## src/lbc_pkg.sv

```systemverilog
// shared types and constants of the lru block cache
package lbc_pkg;

    // func field codes
    localparam logic FUNC_LOOKUP = 1'b0;
    localparam logic FUNC_INSERT = 1'b1;

    // depth of the command queue between front and back
    localparam int QUEUE_DEPTH = 4;
    localparam int QPTR_BITS   = 2;

    // one classified command as it leaves the front
    typedef struct packed {
        logic        is_insert;
        logic [31:0] block_number;
        logic [63:0] data_word;
        logic        last_word;
    } cmd_t;

endpackage

```

## src/lbc_front.sv

```systemverilog
// front end: accepts input transfers, classifies them and queues the commands
module lbc_front
    import lbc_pkg::*;
(
    input  logic        aclk,
    input  logic        aresetn,
    input  logic        s_tvalid,
    output logic        s_tready,
    input  logic [95:0] s_tdata,   // block_number [31:0], data_word [95:32]
    input  logic        s_tuser,   // func
    input  logic        s_tlast,   // last_word
    output logic        cmd_valid,
    input  logic        cmd_ready,
    output cmd_t        cmd
);

    cmd_t                 queue_reg [QUEUE_DEPTH];
    logic [QPTR_BITS-1:0] wr_ptr_reg, wr_ptr_next;
    logic [QPTR_BITS-1:0] rd_ptr_reg, rd_ptr_next;
    logic [QPTR_BITS:0]   count_reg, count_next;
    logic                 push;
    logic                 pop;
    cmd_t                 new_cmd;

    // classify the incoming transfer
    always_comb begin
        new_cmd.is_insert    = (s_tuser == FUNC_INSERT);
        new_cmd.block_number = s_tdata[31:0];
        new_cmd.data_word    = s_tdata[95:32];
        new_cmd.last_word    = s_tlast;
    end

    assign s_tready  = (count_reg != (QPTR_BITS+1)'(QUEUE_DEPTH));
    assign cmd_valid = (count_reg != '0);
    assign cmd       = queue_reg[rd_ptr_reg];
    assign push      = s_tvalid && s_tready;
    assign pop       = cmd_valid && cmd_ready;

    // pointer and fill bookkeeping
    always_comb begin
        wr_ptr_next = push ? wr_ptr_reg + 1'b1 : wr_ptr_reg;
        rd_ptr_next = pop ? rd_ptr_reg + 1'b1 : rd_ptr_reg;
        count_next  = count_reg;
        if (push && !pop) begin
            count_next = count_reg + 1'b1;
        end else if (pop && !push) begin
            count_next = count_reg - 1'b1;
        end
    end

    always_ff @(posedge aclk) begin
        if (!aresetn) begin
            wr_ptr_reg <= '0;
            rd_ptr_reg <= '0;
            count_reg  <= '0;
        end else begin
            wr_ptr_reg <= wr_ptr_next;
            rd_ptr_reg <= rd_ptr_next;
            count_reg  <= count_next;
        end
    end

    // queue storage
    always_ff @(posedge aclk) begin
        if (push) begin
            queue_reg[wr_ptr_reg] <= new_cmd;
        end
    end

endmodule

```

## config.mk

```make
export PLATFORM = sky130hd
export DESIGN_NAME = lbc_front
export DESIGN_NICKNAME = d
export VERILOG_FILES = /design/src/lbc_pkg.sv /design/src/lbc_front.sv
export SDC_FILE = /design/constraint.sdc
export NUM_CORES = 1
export LEC_CHECK = 0
export ABC_AREA = 1
export BUFFER_PORTS_ARGS = -buffer_cell sky130_fd_sc_hd__buf_2
export CORE_MARGIN = 2
export CORE_UTILIZATION = 55
export DETAILED_ROUTE_END_ITERATION = 16
export HOLD_SLACK_MARGIN = 0.03
export PLACE_DENSITY = 0.82
export REMOVE_ABC_BUFFERS = 1
export SYNTH_ARGS = -nofsm -noshare
export SYNTH_HDL_FRONTEND = slang
export SYNTH_SLANG_ARGS = --single-unit
```

## constraint.sdc

```tcl
create_clock -name aclk -period 18.5 [get_ports aclk]
set_input_delay 3.7 -clock aclk [delete_from_list [all_inputs] [get_ports aclk]]
set_output_delay 3.7 -clock aclk [all_outputs]
set_load 0.02 [all_outputs]
```

## Word level (Yosys, flattened, before mapping)

Memories as Yosys holds them, arrays and structs flattened. A register that Yosys moved wholly into a read port is not among the register bits.
Cells that the tools add are included.

- Output and inout bits: 100
- Register bits after elaboration: 7
- Memories kept: 1
- Logic and storage cells: 23
- Bits in writable memories: 392
- Input port bits: 102

- Add/subtract/negate cells: 4
- Multiplexer cells: 6
- Equal/unequal tests: 1
- Reductions and logical operators: 8

Memory list:

| name | words | bits a word | read ports | clocked after Yosys merged registers in | write ports | line | RTL |
|---|---|---|---|---|---|---|---|
| queue_reg | 4 | 98 | 1 | 1 | 1 | lbc_front.sv:17 | `cmd_t queue_reg [QUEUE_DEPTH];` |

Operator list:

| operator | count |
|---|---|
| 3-bit 2-to-1 mux | 2 |
| 2-bit by 1-bit adder with 2-bit output (second input constant) | 2 |
| 1-bit logical AND | 4 |
| 2-bit 2-to-1 mux | 2 |
| 3-bit by 1-bit adder with 3-bit output (second input constant) | 1 |
| 3-bit inequality test (second input constant) | 1 |
| 3-bit nonzero test | 1 |
| 3-bit by 1-bit subtractor with 3-bit output (second input constant) | 1 |
| 1-bit zero test | 2 |
| 1-bit 2-to-1 mux | 2 |
| 2-bit nonzero test | 1 |

## Longest topological paths before layout

- Depth in word-level cells: 6
- Mapped depth: 13
- Depth with buffers taken out: 13

## Worst setup path after synthesis

No wires, ideal clock.

- Kind: input port to flip-flop
- From: input port s_tvalid
- To: memory queue_reg[0][0] in the netlist's numbering, enable pin
- Setup slack: 10.043 ns
- Library setup time: 0.556 ns
- Arrival time: 7.901 ns
- Path buffers: 0
- Stages: 2
- Cell sequence: nand2_1 nor2_1

- Cells in the longest elaborated chain, start to end: 3

Ends and longest elaborated chain:

| item | line | RTL |
|---|---|---|
| start, declared | lbc_front.sv:7 | `input logic s_tvalid,` |
| 1-bit logical AND | lbc_front.sv:36 | `assign push = s_tvalid && s_tready;` |
| 1-bit 2-to-1 mux | lbc_front.sv:65 | `if (push) begin` |
| 1-bit 2-to-1 mux (not written as such) | lbc_front.sv:66 | `queue_reg[wr_ptr_reg] <= new_cmd;` |
| end, declared | lbc_front.sv:17 |  |

Every way passes these cells.

==> metrics.md <==
| Metric | Value |
|---|---|
| Sw frac | `~32%` |
| Post-layout instance area | `0.0174 sq mm` |
| Final nets | `1312` |
| Pint | `between 1.5 and 2 mW` |
| Worst-Skew Late Latency | `between 0.5 and 0.6 ns` |
| Most common cell in the netlist | `edfxtp_1` |
| Hold crit path type | `reg2reg` |
| Synth Area per Inst | `approximately 15 sq um` |
| First-pass GRT wire length | `~47 mm` |
| Via count | `around 9.0k` |
| Async S/R FF share, synth | `0%` |
| Cell mode on critical path | `buf_4` |
| Met1 usage | `a little under 30%` |
| CP max-delay cell | `buf_4` |
| Pwr Total | `2.52 mW` |
| Cells after synthesis | `1016` |
| Clk slew on worst S/H paths | `around 0.060 ns` |
| Vias per inst | `between 5 and 6` |
| Startpoint type of the worst setup path | `flip-flop` |
| #FFs+latches synth | `approximately 400` |
| Final ANT Viol Nets | `0` |
| Share of Yosys cell area claimed by the top area cell type | `between 70% and 80%` |
| Vert. Die Dim | `around 170 um` |
| Final min period | `a little over 7 ns` |
| Status | `completed` |
| Row Count | `60` |
| CTS Root Cell | `clkbuf_16` |
| Critical Path Max Stage Delay | `between 0.7 and 0.8 ns` |
| Final setup violation count | `0` |
| Layout cell share with drive strength beyond 1 | `22.2%` |
| CTS Buf Count | `39` |
| RSZ-0062 raised after global routing | `false` |
| Post-Route WL | `31.5 mm` |
| Layout area overhead | `15.9%` |
| Final slew viol count | `0` |
| Post-cts sizing count | `0` |
| Comb pwr share | `between 20% and 30%` |
| Yosys Warn Count | `0` |
| Grt met2 use | `about a third` |
| GRT Max-Usage Layer | `met2` |
| Top FF cell, synth | `edfxtp_1` |
| Initial antenna violation count | `9` |
| CP Class | `reg2out` |
| Crit path capture type | `primary output` |
| Crit path cell chain | `buf_4 > buf_4 > o21ai_0 > o22ai_1 > buf_2` |
| Routability cong. | `0.759` |
| CP required | `roughly 15 ns` |
| Finished Core Util | `64.7%` |
| Hpwl dp | `between 15 and 20 mm` |
| Fmax | `around 140 MHz` |
| Pwr/cell area | `roughly 150 mW/mm^2` |
| CTS Hold Bufs | `0` |
| Final setup margin | `around 11 ns` |
| Clock share of power | `roughly 30%` |
| Non-filler cells, final | `approximately 1.6k` |
| Flop pwr share | `between 40% and 50%` |
| Vias in the first global route | `8589` |
| Clk buf depth | `3` |
| Post-synth EDFFs | `slightly below 400` |
| Met3 Use GR | `5.82%` |
| Distinct cells, synth | `22` |
| Clk sink count | `about 400` |
| Register area share after synthesis | `about four fifths` |
| Aggregate global routing overflow | `0` |
| Worst slew margin | `between 20 and 30%` |
| Io pins | `202` |
| Max IR drop VDD | `0.0000915 V` |
| # DRC | `0` |
| Initial DRC Count | `942` |
| Pleak | `just over 6 nW` |
| CP Max Fanout | `just under 90` |
| Max-Cap Viols | `0` |
| Mapped cell area | `0.0150 sq mm` |
| Sw Pwr | `0.809 mW` |
| Routed WL per cell | `between 15 and 20 um` |
| DIE AREA | `approximately 0.029 sq mm` |
| Max reg flops | `392` |
| Top cell type by total area after synthesis | `edfxtp_1` |
| Worst Path Buf+Inv | `3` |
| GRT Total Usage | `21.2%` |
| Final Hold Fails | `0` |
| CTS tree | `built` |
| DP Worst Slack | `roughly 12 ns` |
| Area contributors post-synth | `edfxtp_1 (79%), nor2_1 (5.3%), o21ai_0 (5.0%)` |
| Largest net degree at the start of global routing | `109` |
| Final Cycle Share | `approximately two fifths` |
| Pre-antenna DRT Iters | `5` |
| Commonest cells in the synthesized netlist | `edfxtp_1 (392), nor2_1 (210), o21ai_0 (150)` |
| H-tree Lvls | `2` |
| Port Buffers | `around 200` |
| # placed instances | `between 1.5k and 2k` |
| Worst Tran Pin Value | `about 1.1 ns` |
| Setup TNS | `0 ns` |
| Starting Density | `55.8%` |
| Core ar. | `roughly 0.027 sq mm` |
| WP data arrival | `between 3 and 4 ns` |
| Die X | `approximately 170 um` |
| Post-Route Skew | `just over 0.02 ns` |
| Hold WS | `between 0.5 and 0.6 ns` |
| # Post-CTS Setup Buffers | `0` |
| Cell Area, Placed | `roughly 0.016 sq mm` |
| Cell family with most CP delay | `buffers and inverters` |
[per-layer routing]
metal	vias to the layer above	share of wire, %
met5	-	0.11
met4	6	2.0
met3	54	8.0
met2	320	47
met1	4443	42
li1	4201	-
[path summary, 6_finish.rpt]
path / from / to / slack (ns) / cells after the start
min: rd_ptr_reg[1]$_SDFFE_PN0P_ / flip-flop / 0.50 / 2
max reg2reg: count_reg[0]$_SDFFE_PN0P_ / queue_reg[3][58]$_DFFE_PP_ / 15.38 / 5
max: flip-flop / cmd[58] / 11.42 / 5
min reg2reg: rd_ptr_reg[1]$_SDFFE_PN0P_ / flip-flop / 0.50 / 2
[cell families after synthesis]
| family | Yosys count | share of synthesized area (%) |
|---|---|---|
| compound gates | 298 | 10.8 |
| fa+ha+maj | 6 | 0.551 |
| flops | 401 | 79.7 |
| simple gates | 230 | 5.82 |
| xor+xnor | 1 | 0.0584 |
| buf+inv | 80 | 3.10 |
[final cells by class]
class	instances	area, sq um
clock inverters	25	178
clock buffers	46	1040
repair buffers	211	1080
multi-input cells	535	2610
well taps	341	427
fillers	1872	9500
inverters	16	65.1
flip-flops and latches	401	12000
diodes	7	17.5
[power groups by stage]
stage	sequential (mW)	clock (mW)	combinational, mW
3_5_place_dp	1.15	0	0.638
4_1_cts	1.14	0.764	0.641
2_1_floorplan	1.18	0	0.377
5_1_grt	1.14	0.798	0.688
3_3_place_gp	1.15	0	0.625
6_report	1.14	0.751	0.634
[cell usage in the layout (no fill, tap or decap), types with 3 or more instances in the layout]
master	netlist	routed
edfxtp_1	392	392
clkinv_1	0	11
nor2_4	0	4
o22ai_1	98	98
ha_1	5	5
inv_1	14	14
nor2_1	210	206
nand2_1	15	15
nand3_1	4	4
dfxtp_1	9	7
clkbuf_16	0	41
o21ai_1	47	47
clkbuf_1	34	5
a21oi_1	3	3
buf_4	5	10
buf_2	7	201
o21ai_0	150	150
diode_2	0	7
clkinv_2	0	9
[worst register-to-register path, delay by kind of cell (launching register included)]
kind                   cells  cell delay, ns
buffers and inverters      1            0.93
flip-flops                 1            0.40
AND/OR/NAND/NOR            4            1.35
(Power assumes the default switching activity.)
